### config.mk
export PLATFORM = sky130hd
export DESIGN_NAME = key_matrix_scanner_top
export DESIGN_NICKNAME = d
export VERILOG_FILES = /design/src/sv/kms_pkg.sv /design/src/sv/kms_ctrl.sv /design/src/sv/kms_datapath.sv /design/src/sv/key_matrix_scanner_top.sv
export SDC_FILE = /design/constraint.sdc
export NUM_CORES = 1
export LEC_CHECK = 0
export BUFFER_PORTS_ARGS = -buffer_cell sky130_fd_sc_hd__buf_2
export CORE_MARGIN = 2
export CORE_UTILIZATION = 30
export CTS_CLUSTER_SIZE = 40
export DETAILED_ROUTE_END_ITERATION = 12
export MAX_ROUTING_LAYER = met4
export PLACE_DENSITY_LB_ADDON = 0.2
export SLEW_MARGIN = 20
export SYNTH_ARGS = -nofsm -noshare
export SYNTH_HDL_FRONTEND = slang
export SYNTH_HIERARCHICAL = 1
export SYNTH_SLANG_ARGS = --single-unit
### constraint.sdc
create_clock -name clk -period 3.1 [get_ports clk]
set_input_delay 0.31 -clock clk [delete_from_list [all_inputs] [get_ports clk]]
set_output_delay 0.31 -clock clk [all_outputs]
set_load 0.03 [all_outputs]
### src/sv/kms_pkg.sv
`timescale 1ns / 1ps
// ----------------------------------------------------------------------------
// kms_pkg
// Shared types and constants of the key matrix scanner.
// ----------------------------------------------------------------------------
package kms_pkg;

	localparam int ROWS_DEF = 8;
	localparam int COLS_DEF = 16;

	localparam int SENSE_W  = 16;
	localparam int MODE_W   = 2;
	localparam int TDATA_W  = 32;
	localparam int TUSER_W  = 1;

	localparam int STROBE_IDX_W = 4;
	localparam int ROW_IDX_W    = 3;
	localparam int ROW_BITS_W   = 16;

	localparam logic [MODE_W-1:0] MODE_ROW   = 2'd0;
	localparam logic [MODE_W-1:0] MODE_COL   = 2'd1;
	localparam logic [MODE_W-1:0] MODE_UNION = 2'd2;
	localparam logic [MODE_W-1:0] MODE_SPLIT = 2'd3;

	typedef enum logic {
		ST_IDLE,
		ST_EMIT
	} state_t;

	// Commands from the controller to the datapath.
	typedef struct packed {
		logic step;       // apply the accepted sample
		logic cfg_wr;     // load a new scan mode
		logic emit_rows;  // the last accepted sample finished a scan
	} ctrl_cmd_t;

	// Status from the datapath to the controller.
	typedef struct packed {
		logic scan_end;   // the sample now at the input finishes the scan
	} dp_status_t;

endpackage

### src/sv/kms_ctrl.sv
`timescale 1ns / 1ps
// ----------------------------------------------------------------------------
// kms_ctrl
// Handshake controller: takes one sample, then presents its results.
// ----------------------------------------------------------------------------
module kms_ctrl #(
	parameter int ROWS = kms_pkg::ROWS_DEF
) (
	input  logic                   clk,
	input  logic                   arst_n,
	input  logic                   s_tvalid,
	output logic                   s_tready,
	output logic                   m_tvalid,
	input  logic                   m_tready,
	output logic                   m_tlast,
	input  logic                   cfg_valid,
	output logic                   cfg_ready,
	input  kms_pkg::dp_status_t    status,
	output kms_pkg::ctrl_cmd_t     cmd,
	output logic [$clog2(ROWS)-1:0] row_sel
);

	localparam int ROW_W = $clog2(ROWS);

	kms_pkg::state_t state_q, state_nxt;
	logic [ROW_W-1:0] count_q;
	logic             end_q;
	logic             idle;

	assign idle = (state_q == kms_pkg::ST_IDLE);

	always_comb begin
		state_nxt = state_q;
		unique case (state_q)
			kms_pkg::ST_IDLE: begin
				if (s_tvalid && s_tready) state_nxt = kms_pkg::ST_EMIT;
			end
			kms_pkg::ST_EMIT: begin
				if (m_tready && m_tlast) state_nxt = kms_pkg::ST_IDLE;
			end
			default: state_nxt = kms_pkg::ST_IDLE;
		endcase
	end

	always_comb begin
		// A configuration write wins over a sample offered in the same cycle.
		cfg_ready     = idle;
		s_tready      = idle && !cfg_valid;
		m_tvalid      = !idle;
		m_tlast       = !end_q || (count_q == ROW_W'(ROWS - 1));
		cmd.step      = s_tvalid && s_tready;
		cmd.cfg_wr    = cfg_valid && cfg_ready;
		cmd.emit_rows = end_q;
		row_sel       = count_q;
	end

	always_ff @(posedge clk or negedge arst_n) begin
		if (!arst_n) begin
			state_q <= kms_pkg::ST_IDLE;
			count_q <= '0;
			end_q   <= 1'b0;
		end else begin
			state_q <= state_nxt;
			if (cmd.step) begin
				end_q   <= status.scan_end;
				count_q <= '0;
			end else if (m_tvalid && m_tready && !m_tlast) begin
				count_q <= count_q + 1'b1;
			end
		end
	end

endmodule

### src/sv/kms_datapath.sv
`timescale 1ns / 1ps
// ----------------------------------------------------------------------------
// kms_datapath
// Raw key rows, scan-start snapshot, strobe sequence and result formatting.
// ----------------------------------------------------------------------------
module kms_datapath #(
	parameter int ROWS = kms_pkg::ROWS_DEF,
	parameter int COLS = kms_pkg::COLS_DEF
) (
	input  logic                          clk,
	input  logic                          arst_n,
	input  kms_pkg::ctrl_cmd_t            cmd,
	input  logic [$clog2(ROWS)-1:0]       row_sel,
	input  logic [kms_pkg::SENSE_W-1:0]   sense,
	input  logic [kms_pkg::MODE_W-1:0]    cfg_data,
	output kms_pkg::dp_status_t           status,
	output logic [kms_pkg::TDATA_W-1:0]   res_data,
	output logic [kms_pkg::TUSER_W-1:0]   res_user
);

	localparam int ROW_W  = $clog2(ROWS);
	localparam int MAXL   = (ROWS > COLS) ? ROWS : COLS;
	localparam int IDX_W  = $clog2(MAXL + 1);
	localparam int HALF   = ROWS / 2;

	logic [kms_pkg::MODE_W-1:0] mode_q;
	logic                       phase_q;
	logic [IDX_W-1:0]           index_q;

	logic [IDX_W-1:0] idx_inc;
	logic [IDX_W-1:0] row_len;
	logic             two_pass;
	logic             first_phase;
	logic             snap_take;
	logic             row_len_done;
	logic             col_len_done;
	logic [COLS-1:0]  pressed_cols;
	logic [COLS-1:0]  col_hit;
	logic [COLS-1:0]  store_w [ROWS];
	logic [ROWS-1:0]  diff;

	assign two_pass     = (mode_q == kms_pkg::MODE_UNION) || (mode_q == kms_pkg::MODE_SPLIT);
	assign first_phase  = (mode_q == kms_pkg::MODE_COL);
	assign idx_inc      = index_q + 1'b1;
	assign row_len      = (mode_q == kms_pkg::MODE_SPLIT) ? IDX_W'(HALF) : IDX_W'(ROWS);
	assign row_len_done = (idx_inc >= row_len);
	assign col_len_done = (idx_inc >= IDX_W'(COLS));
	assign snap_take    = (phase_q == first_phase) && (index_q == '0);

	assign status.scan_end = phase_q ? col_len_done : (row_len_done && !two_pass);

	// Columns beyond the sense width are never seen as pressed.
	for (genvar c = 0; c < COLS; c++) begin : g_col
		if (c < kms_pkg::SENSE_W) begin : g_seen
			assign pressed_cols[c] = ~sense[c];
		end else begin : g_unseen
			assign pressed_cols[c] = 1'b0;
		end
		assign col_hit[c] = (index_q == IDX_W'(c));
	end

	for (genvar r = 0; r < ROWS; r++) begin : g_row
		localparam bit IN_SPLIT = (r >= HALF);

		logic            low_plain;
		logic            low_split;
		logic            low;
		logic            in_lane;
		logic [COLS-1:0] row_nxt;
		logic [COLS-1:0] row_q;
		logic [COLS-1:0] snap_q;

		if (r < kms_pkg::SENSE_W) begin : g_lp
			assign low_plain = ~sense[r];
		end else begin : g_lp_off
			assign low_plain = 1'b0;
		end

		if (IN_SPLIT && (r - HALF) < kms_pkg::SENSE_W) begin : g_ls
			assign low_split = ~sense[r - HALF];
		end else begin : g_ls_off
			assign low_split = 1'b0;
		end

		assign low     = (mode_q == kms_pkg::MODE_SPLIT) ? low_split : low_plain;
		assign in_lane = (mode_q != kms_pkg::MODE_SPLIT) || IN_SPLIT;

		always_comb begin
			row_nxt = row_q;
			if (cmd.step) begin
				if (!phase_q) begin
					if (index_q == IDX_W'(r)) row_nxt = pressed_cols;
				end else if (in_lane) begin
					for (int c = 0; c < COLS; c++) begin
						if (col_hit[c]) begin
							if (low) begin
								row_nxt[c] = 1'b1;
							end else if (mode_q != kms_pkg::MODE_UNION) begin
								row_nxt[c] = 1'b0;
							end
						end
					end
				end
			end
		end

		always_ff @(posedge clk or negedge arst_n) begin
			if (!arst_n) begin
				row_q  <= '0;
				snap_q <= '0;
			end else begin
				row_q <= row_nxt;
				// The snapshot sees the row as it was before this sample.
				if (cmd.step && snap_take) snap_q <= row_q;
			end
		end

		assign store_w[r] = row_q;
		assign diff[r]    = (row_q != snap_q);
	end

	always_ff @(posedge clk or negedge arst_n) begin
		if (!arst_n) begin
			mode_q  <= kms_pkg::MODE_ROW;
			phase_q <= 1'b0;
			index_q <= '0;
		end else if (cmd.cfg_wr) begin
			mode_q  <= cfg_data;
			phase_q <= (cfg_data == kms_pkg::MODE_COL);
			index_q <= '0;
		end else if (cmd.step) begin
			if (status.scan_end) begin
				phase_q <= first_phase;
				index_q <= '0;
			end else if (!phase_q && row_len_done) begin
				phase_q <= 1'b1;
				index_q <= '0;
			end else begin
				index_q <= idx_inc;
			end
		end
	end

	// Result formatting.
	logic [IDX_W+kms_pkg::STROBE_IDX_W-1:0] idx_ext;
	logic [ROW_W+kms_pkg::ROW_IDX_W-1:0]    row_idx_ext;
	logic [COLS+kms_pkg::ROW_BITS_W-1:0]    row_bits_ext;
	logic [kms_pkg::ROW_IDX_W-1:0]          row_idx;
	logic [kms_pkg::ROW_BITS_W-1:0]         row_bits;
	logic                                   row_chg;
	logic                                   scan_chg;

	assign idx_ext      = {{kms_pkg::STROBE_IDX_W{1'b0}}, index_q};
	assign row_idx_ext  = {{kms_pkg::ROW_IDX_W{1'b0}}, row_sel};
	assign row_bits_ext = {{kms_pkg::ROW_BITS_W{1'b0}}, store_w[row_sel]};

	always_comb begin
		if (cmd.emit_rows) begin
			row_idx  = row_idx_ext[kms_pkg::ROW_IDX_W-1:0];
			row_bits = row_bits_ext[kms_pkg::ROW_BITS_W-1:0];
			row_chg  = diff[row_sel];
			scan_chg = |diff;
		end else begin
			row_idx  = '0;
			row_bits = '0;
			row_chg  = 1'b0;
			scan_chg = 1'b0;
		end
	end

	assign res_data = {6'b0, scan_chg, row_chg, row_bits, row_idx,
	                   idx_ext[kms_pkg::STROBE_IDX_W-1:0], phase_q};
	assign res_user = cmd.emit_rows;

endmodule

### src/sv/key_matrix_scanner_top.sv
`timescale 1ns / 1ps
// ----------------------------------------------------------------------------
// key_matrix_scanner_top
// Strobe sequencer and raw key store for a key matrix.
// ----------------------------------------------------------------------------
// Each transfer on the s_ channel is one active-low sense sample taken while
// the strobe announced by the previous result was driven. The block updates
// its raw key rows and announces the next strobe on the m_ channel.
// A sample in the middle of a scan yields one result with row_valid (tuser)
// low and tlast high. The sample that ends a scan yields ROWS results, one
// per row in order, each with its change flag and the scan change flag;
// tlast marks the final row.
// Latency: the first result is shown in the cycle after the sample transfer.
// One sample is in work at a time: a new sample is taken only after the final
// result of the previous one is accepted. While the receiver holds tready
// low, the current result stays on the port and s_tready stays low.
// The scan mode is written on the cfg_ channel while the block is idle and
// restarts the scan at the first strobe of that mode; rows keep their bits.
// Reset clears all rows and snapshots, selects row strobe mode and starts at
// the first row; no clearing pass is needed.
// ----------------------------------------------------------------------------
module key_matrix_scanner_top #(
	parameter int ROWS = kms_pkg::ROWS_DEF,
	parameter int COLS = kms_pkg::COLS_DEF
) (
	input  logic                          clk,
	input  logic                          arst_n,
	input  logic                          s_tvalid,
	output logic                          s_tready,
	input  logic [kms_pkg::SENSE_W-1:0]   s_tdata,   // [15:0] sense_levels
	output logic                          m_tvalid,
	input  logic                          m_tready,
	// [0] strobe_is_column, [4:1] strobe_index, [7:5] row_number,
	// [23:8] row_bits, [24] row_changed, [25] scan_changed, [31:26] zero
	output logic [kms_pkg::TDATA_W-1:0]   m_tdata,
	output logic [kms_pkg::TUSER_W-1:0]   m_tuser,   // [0] row_valid
	output logic                          m_tlast,
	input  logic                          cfg_valid,
	output logic                          cfg_ready,
	input  logic [kms_pkg::MODE_W-1:0]    cfg_data   // scan_mode
);

	kms_pkg::ctrl_cmd_t      cmd;
	kms_pkg::dp_status_t     status;
	logic [$clog2(ROWS)-1:0] row_sel;

	kms_ctrl #(
		.ROWS(ROWS)
	) u_ctrl (
		.clk      (clk),
		.arst_n   (arst_n),
		.s_tvalid (s_tvalid),
		.s_tready (s_tready),
		.m_tvalid (m_tvalid),
		.m_tready (m_tready),
		.m_tlast  (m_tlast),
		.cfg_valid(cfg_valid),
		.cfg_ready(cfg_ready),
		.status   (status),
		.cmd      (cmd),
		.row_sel  (row_sel)
	);

	kms_datapath #(
		.ROWS(ROWS),
		.COLS(COLS)
	) u_datapath (
		.clk     (clk),
		.arst_n  (arst_n),
		.cmd     (cmd),
		.row_sel (row_sel),
		.sense   (s_tdata),
		.cfg_data(cfg_data),
		.status  (status),
		.res_data(m_tdata),
		.res_user(m_tuser)
	);

`ifndef SYNTHESIS
	// Only one sample is in work: no sample is taken while results wait.
	a_one_in_work: assert property (@(posedge clk) disable iff (!arst_n)
		m_tvalid |-> !s_tready)
		else $error("sample accepted while results are pending");

	// A result without a row is always the only result of its sample.
	a_strobe_only_last: assert property (@(posedge clk) disable iff (!arst_n)
		(m_tvalid && !m_tuser[0]) |-> m_tlast)
		else $error("strobe-only result without tlast");

	// After the final result of a sample, the output channel goes quiet.
	a_quiet_after_last: assert property (@(posedge clk) disable iff (!arst_n)
		(m_tvalid && m_tready && m_tlast) |=> !m_tvalid)
		else $error("result shown after the final transfer of a sample");

	// Row results of one scan keep their change summary across the run.
	a_scan_flag_stable: assert property (@(posedge clk) disable iff (!arst_n)
		(m_tvalid && m_tready && !m_tlast) |=> $stable(m_tdata[25]))
		else $error("scan change flag moved within one scan's results");
`endif

endmodule

==> flow_metrics.env, run 1 <==
export IMPL_outcome="completed"
export IMPL_most_common_library_cell_in_the_layout_ignoring_fill_and_taps="sky130_fd_sc_hd__dfrtp_1"
export IMPL_timing_max_transition_violations_final=0
export IMPL_areaGrowthSynthToFinish_pct=13.5
export IMPL_worst_setup_hold_path_clk_slew_ns=0.06
export IMPL_clock_fmax_ghz=0.337
export IMPL_drt_wl_total_um=45300
export IMPL_post_synth_main_area_contributors="sky130_fd_sc_hd__dfrtp_1 (46%), sky130_fd_sc_hd__mux2_4 (12%), sky130_fd_sc_hd__xnor2_1 (7.8%), sky130_fd_sc_hd__mux4_2 (4.9%), sky130_fd_sc_hd__nor2_1 (2.9%)"
export IMPL_cts_htree_levels=1
export IMPL_placementRows=81
export IMPL_maxSlewHeadroom=0.279
export IMPL_hold_path_endpoint="u_datapath/g_row[3].row_q[3]$_DFFE_PN0P_"
export IMPL_synthesis_area_per_instance_um2=11.6
export IMPL_required_ns=2.79
export IMPL_wl_per_cell_um=22.7
export IMPL_synth_ff_latch_count=269
export IMPL_hold_path_startpoint="s_tdata[3]"
export IMPL_clock_net_sink_count=269
export IMPL_postSynth_asyncResetShare=1.00
export IMPL_synth_seq_area_share=0.455
export IMPL_dieArea_um2=51100
export IMPL_netlist_area_um2=14800
export IMPL_cts_tree="built"
export IMPL_timing_setup_critical_path_class="reg2out"
export IMPL_maxCapViolCount=0
export IMPL_leakagePower_nw=7.05
export IMPL_holdPathStages=2
export IMPL_worst_ir_drop_vdd_mv=0.447
export IMPL_final_fill_count=4918
export IMPL_detailedRoute_firstPassIterationCount=6
export IMPL_antenna_found_initial=0
export IMPL_startpoint_type="register"
export IMPL_grt_pass1_wl_um=69000
export IMPL_core_area_um2=48800
export IMPL_synth_top_cell_by_area="sky130_fd_sc_hd__dfrtp_1"
export IMPL_die_h_um=226
export IMPL_port_buffers=53
export IMPL_dieWidth_um=226
export IMPL_reg2regPathDepth=8
export IMPL_cts_buffers=31
export IMPL_cts_buffer_depth=3
export IMPL_fin_nets=1350
export IMPL_largest_net_degree_at_the_start_of_global_routing=74
export IMPL_overflow_left_after_global_routing=0
export IMPL_critPathArrivalTime_ns=2.66
export IMPL_worstSetupEndpointType="output pin"
export IMPL_period_minus_slack_ns=2.97
export IMPL_worst_r2r_startpoint="u_datapath/index_q[0]$_DFFE_PN0P_"
export IMPL_postSynth_topFlopCell="sky130_fd_sc_hd__dfrtp_1"
export IMPL_drc=0
export IMPL_clock_tree_root_cell="sky130_fd_sc_hd__clkbuf_16"
export IMPL_avgViaCountPerCell=5.20
export IMPL_clkLatencyLatePin_ns=0.59
export IMPL_min_path_type="in2reg"
export IMPL_initial_core_util=0.303
export IMPL_power_per_cell_area_nw_per_um2=995
export IMPL_top_level_ports=60
export IMPL_number_of_vias_after_detailed_routing=10394
export IMPL_worstPathMaxFanout=4
export IMPL_first_global_vias=10133
export IMPL_regToRegEndpoint="u_datapath/index_q[0]$_DFFE_PN0P_"
export IMPL_yosysWarningCount=6
export IMPL_dp_final_hpwl_um=31500
export IMPL_rsz0062_at_grt="false"
export IMPL_count_of_mapped_cells_out_of_synthesis=1277
export IMPL_fraction_of_layout_instances_using_a_drive_strength_above_1=0.262
export IMPL_groute_usage_overall=0.186
export IMPL_timing_reg2reg_setup_slack_ns=0.65
export IMPL_timing_final_crit_share=0.957
export IMPL_report_final_setup_viol=0
export IMPL_antenna_cells_inserted=0
export IMPL_hold_violations=0
export IMPL_gpl_final_weighted_congestion=0.815
export IMPL_detailedPlace_worstSlack_ns=0.521
export IMPL_layout_cells_most_common_list="sky130_fd_sc_hd__dfrtp_1 (266), sky130_fd_sc_hd__xnor2_1 (127), sky130_fd_sc_hd__mux2_4 (121), sky130_fd_sc_hd__nor2_1 (116)"
export IMPL_final_critical_path_setup_slack_ns=0.132
export IMPL_ant_nets=0
export IMPL_synth_largest_type_area_fraction=0.455
export IMPL_synthDistinctLibCells=57
export IMPL_timing_setup_tns_ns=0
export IMPL_synth_edff_count=0
export IMPL_first_iter_violations=1130
export IMPL_worst_slew_pin_slew_ns=1.08
export IMPL_worst_clock_skew_ns=0.0204
kinds of logic (layout without fill, tap and decap cells):
group | count (synthesis) | in the layout | synth area share
adder cells (fa/ha/maj) | 9 | 9 | 0.00761
multiplexers | 181 | 181 | 0.191
XOR/XNOR | 131 | 131 | 0.0776
flip-flops | 269 | 269 | 0.455
AND/OR/NAND/NOR | 332 | 332 | 0.111
buffers and inverters | 107 | 161 | 0.0449
other | 1 | 6 | 0.000254
AO/OA/AOI/OAI | 247 | 247 | 0.112
critical path: stages (launching register included):
cell and delay [ns]:
sky130_fd_sc_hd__dfrtp_1 0.44, sky130_fd_sc_hd__xnor2_2 0.31, sky130_fd_sc_hd__nand4_1 0.23, sky130_fd_sc_hd__nor4_2 0.36, sky130_fd_sc_hd__mux2i_1 0.14, sky130_fd_sc_hd__o2111ai_1 0.21, sky130_fd_sc_hd__nand3_1 0.17, sky130_fd_sc_hd__buf_2 0.22
worst max-delay path by stage:
stage | from | endpoint | cells past startpoint
finish | u_datapath/g_row[0].row_q[7]$_DFFE_PN0P_ | m_tdata[24] | 7
global route | u_datapath/g_row[3].row_q[9]$_DFFE_PN0P_ | m_tdata[24] | 8
CTS | u_datapath/g_row[2].row_q[2]$_DFFE_PN0P_ | m_tdata[24] | 7
detailed placement | u_datapath/g_row[0].row_q[7]$_DFFE_PN0P_ | m_tdata[24] | 7
global placement | u_datapath/g_row[0].row_q[7]$_DFFE_PN0P_ | m_tdata[24] | 7
floorplan | u_datapath/index_q[0]$_DFFE_PN0P_ | u_datapath/phase_q$_DFFE_PN0P_ | 9
power by group:
group / switching [mW] / internal (mW)
Sequential: 1.73 / 5.12
Clock: 1.52 / 2.02
Combinational: 3.01 / 3.30
through the flow:
step / instances / utilization / power [mW] / area (µm²) / hold WS, ns
final: 2000 / 0.344 / 16.7 / 16800 / 0.0458
after global routing: 2000 / 0.344 / 17.7 / 16800 / 0.0330
after CTS: 1997 / 0.342 / 16.8 / 16700 / 0.00713
after detailed placement: 1939 / 0.321 / 13.1 / 15700 / 0.309
after global placement: 1939 / 0.321 / 13.0 / 15700 / 0.312
after floorplan: 1282 / - / 11.0 / 14800 / 0.0144
registers in the layout (all words and copies together) (netlist names):
signal	flops
u_datapath/index_q	5
u_datapath/phase_q	1
u_ctrl/m_tvalid	1
u_ctrl/end_q	1
u_ctrl/row_sel	3
u_datapath/mode_q	2
u_datapath/g_row.snap_q	128
u_datapath/g_row.row_q	128
layer usage:
layer  routed length [µm]  share of wire  GRT usage  up-vias
li1                     -              -          -     4686
met1                22400           0.49      0.283     5317
met2                19500           0.43      0.264      334
met3                 2720          0.060     0.0255       57
met4                  761          0.017     0.0329        0
met5                    0              0          -        -
Yosys cell counts (all sizes together), types with 6 or more instances:
master / count
nor2: 122
nor2b: 18
a41oi: 40
a211o: 21
nand3: 48
xnor2: 131
clkbuf: 24
buf: 75
nand2b: 8
ha: 9
nand4: 34
o21ai: 58
and2: 6
mux4: 32
a21oi: 48
inv: 8
nor4: 8
dfrtp: 269
a31oi: 36
or2: 18
o21a: 28
mux2i: 18
nand2: 51
mux2: 131
timing repair:
action                                  4_1_cts  5_1_grt
hold buffers                                  7        0
endpoints found under the setup margin        1        2
buffers inserted                              0        3
endpoints found under the hold margin        64        0
resized for setup                             2        4
final cells by class:
cell class                      count  area, µm²  share of cell area
Multi-Input combinational cell    906       7480               0.445
Clock buffer                       42        867              0.0517
Timing Repair Buffer              102        761              0.0453
Tap cell                          664        831              0.0495
Inverter                            8       30.0             0.00179
Clock inverter                      9       86.3             0.00514
Sequential cell                   269       6740               0.401
Note: power is estimated with default switching activity, not from simulation.
==> run 2: changes to the inputs <==
Settings changed: PLACE_DENSITY set to 0.56, PLACE_DENSITY_LB_ADDON 0.2 to unset.
==> run 2 against run 1 <==
Net effect:
- total power fell by 1.8%
- non-clock buffer count shrank 12
- utilization down 0.38 points
- first-iteration DRC count fell by 1.3%
==> flow_metrics.env, run 2 (synthesis gave the netlist of run 1 again) <==
export IMPL_timing_setup_tns_ns=0
export IMPL_hold_violations=0
export IMPL_detailedRoute_firstPassIterationCount=6
export IMPL_gpl_final_weighted_congestion=0.867
export IMPL_dieWidth_um=226
export IMPL_worstPathMaxFanout=2
export IMPL_timing_setup_critical_path_class="reg2out"
export IMPL_fraction_of_layout_instances_using_a_drive_strength_above_1=0.253
export IMPL_ant_nets=0
export IMPL_cts_tree="built"
export IMPL_largest_net_degree_at_the_start_of_global_routing=85
export IMPL_timing_final_crit_share=0.988
export IMPL_min_path_type="in2reg"
export IMPL_wl_met2_um=19200
export IMPL_met1_wl_um=20900
export IMPL_die_h_um=226
export IMPL_clock_tree_root_cell="sky130_fd_sc_hd__clkbuf_16"
export IMPL_overflow_left_after_global_routing=0
export IMPL_dp_final_hpwl_um=30500
export IMPL_port_buffers=53
export IMPL_fin_util=0.340
export IMPL_number_of_vias_after_detailed_routing=10502
export IMPL_required_ns=2.79
export IMPL_leakagePower_nw=6.94
export IMPL_drt_wl_total_um=44000
export IMPL_registers_with_the_most_flip_flops="u_datapath/g_row.row_q: 128 flops, u_datapath/g_row.snap_q: 128 flops, u_datapath/index_q: 5 flops"
export IMPL_clkLatencyLatePin_ns=0.57
export IMPL_maxSlewHeadroom=0.389
export IMPL_cts_htree_levels=1
export IMPL_grt_pass1_wl_um=66700
export IMPL_drc=0
export IMPL_most_common_library_cell_in_the_layout_ignoring_fill_and_taps="sky130_fd_sc_hd__dfrtp_1"
export IMPL_critPathArrivalTime_ns=2.75
export IMPL_report_final_setup_viol=0
export IMPL_worst_setup_hold_path_clk_slew_ns=0.06
export IMPL_outcome="completed"
export IMPL_dpl_instance_area_um2=15600
export IMPL_worst_clock_skew_ns=0.0155
export IMPL_top_level_ports=60
export IMPL_worst_ir_drop_vdd_mv=0.419
export IMPL_dieArea_um2=51100
export IMPL_cts_buffers=29
export IMPL_power_per_cell_area_nw_per_um2=988
export IMPL_groute_usage_overall=0.178
export IMPL_layout_cells_most_common_list="sky130_fd_sc_hd__dfrtp_1 (266), sky130_fd_sc_hd__xnor2_1 (131), sky130_fd_sc_hd__mux2_4 (121), sky130_fd_sc_hd__nor2_1 (116)"
export IMPL_wl_per_cell_um=22.2
export IMPL_period_minus_slack_ns=3.06
export IMPL_met3_length_um=3240
export IMPL_final_fill_count=4915
export IMPL_avgViaCountPerCell=5.29
export IMPL_top_layer_used="met4"
export IMPL_rsz0062_at_grt="false"
export IMPL_worstSetupEndpointType="output pin"
export IMPL_worst_slew_pin_slew_ns=0.917
export IMPL_core_area_um2=48800
export IMPL_antenna_found_initial=1
export IMPL_timing_max_transition_violations_final=0
export IMPL_clock_net_sink_count=269
export IMPL_maxCapViolCount=0
export IMPL_first_global_vias=10334
export IMPL_startpoint_type="register"
export IMPL_post_route_cell_area_um2=16600
export IMPL_first_iter_violations=1115
export IMPL_initial_core_util=0.303
export IMPL_fin_nets=1336
export IMPL_areaGrowthSynthToFinish_pct=12.2
export IMPL_placementRows=81
export IMPL_cts_buffer_depth=3
export IMPL_clock_fmax_ghz=0.327
-- run 2: path summary, 6_finish.rpt --
kind	startpoint	to	slack [ns]	cells after the start
max	u_datapath/g_row[0].row_q[7]$_DFFE_PN0P_	m_tdata[24]	0.04	7
min	s_tdata[5]	u_datapath/g_row[5].row_q[5]$_DFFE_PN0P_	0.05	2
max reg2reg	u_datapath/index_q[0]$_DFFE_PN0P_	u_datapath/index_q[0]$_DFFE_PN0P_	0.58	8
min reg2reg	u_datapath/g_row[2].snap_q[3]$_DFFE_PN0P_	u_datapath/g_row[2].snap_q[3]$_DFFE_PN0P_	0.53	1
max in group asynchronous	arst_n	u_datapath/g_row[1].snap_q[11]$_DFFE_PN0P_	1.87	3
min in group asynchronous	arst_n	u_datapath/g_row[7].snap_q[4]$_DFFE_PN0P_	0.35	2
-- run 2: timing repair --
action                     in CTS  in global routing
setup buffers                   0                  1
setup endpoints to repair       7                  3
resized for setup               3                  2
hold buffers                    6                  0
hold endpoints to repair       86                  0
pin swaps                       0                  0
-- run 2: area by class of cell --
| class | count | area, µm² | share of cell area |
|---|---|---|---|
| clock buffer | 41 | 831 | 0.0500 |
| inverter | 8 | 30.0 | 0.00181 |
| sequential | 269 | 6740 | 0.406 |
| clock inverter | 8 | 48.8 | 0.00294 |
| antenna | 1 | 2.50 | 0.000151 |
| multi-input combinational | 906 | 7450 | 0.449 |
| tap | 664 | 831 | 0.0500 |
| timing repair buffer | 90 | 663 | 0.0399 |
-- run 2: where the power goes --
group	leakage, nW	total, mW	switching [mW]	internal [mW]
clock	0.432	3.31	1.46	1.85
sequential	3.27	6.97	1.86	5.12
combinational	3.24	6.12	2.84	3.28
total	6.94	16.4	6.15	10.2
-- run 2: critical path, stage by stage (launching register included) --
cell,delay [ns]
sky130_fd_sc_hd__dfrtp_1,0.39
sky130_fd_sc_hd__xnor2_1,0.34
sky130_fd_sc_hd__nand4_1,0.24
sky130_fd_sc_hd__nor4_2,0.43
sky130_fd_sc_hd__mux2i_1,0.13
sky130_fd_sc_hd__o2111ai_1,0.23
sky130_fd_sc_hd__nand3_1,0.19
sky130_fd_sc_hd__buf_2,0.23
-- run 2: routing by layer --
layer,vias up,track usage
met2,427,0.255
met4,0,0.0346
met5,-,-
li1,4670,-
met3,54,0.0285
met1,5351,0.265
-- run 2: per-stage QoR --
step                hold slack [ns]  cells  total power [mW]  setup WS, ns
CTS                          0.0109   1985              16.4        0.0592
global route                 0.0342   1987              17.3       0.00255
floorplan                    0.0144   1282              11.0         0.956
finish                       0.0497   1987              16.4        0.0376
global placement              0.385   1930              12.9         0.517
detailed placement            0.391   1930              13.0         0.484
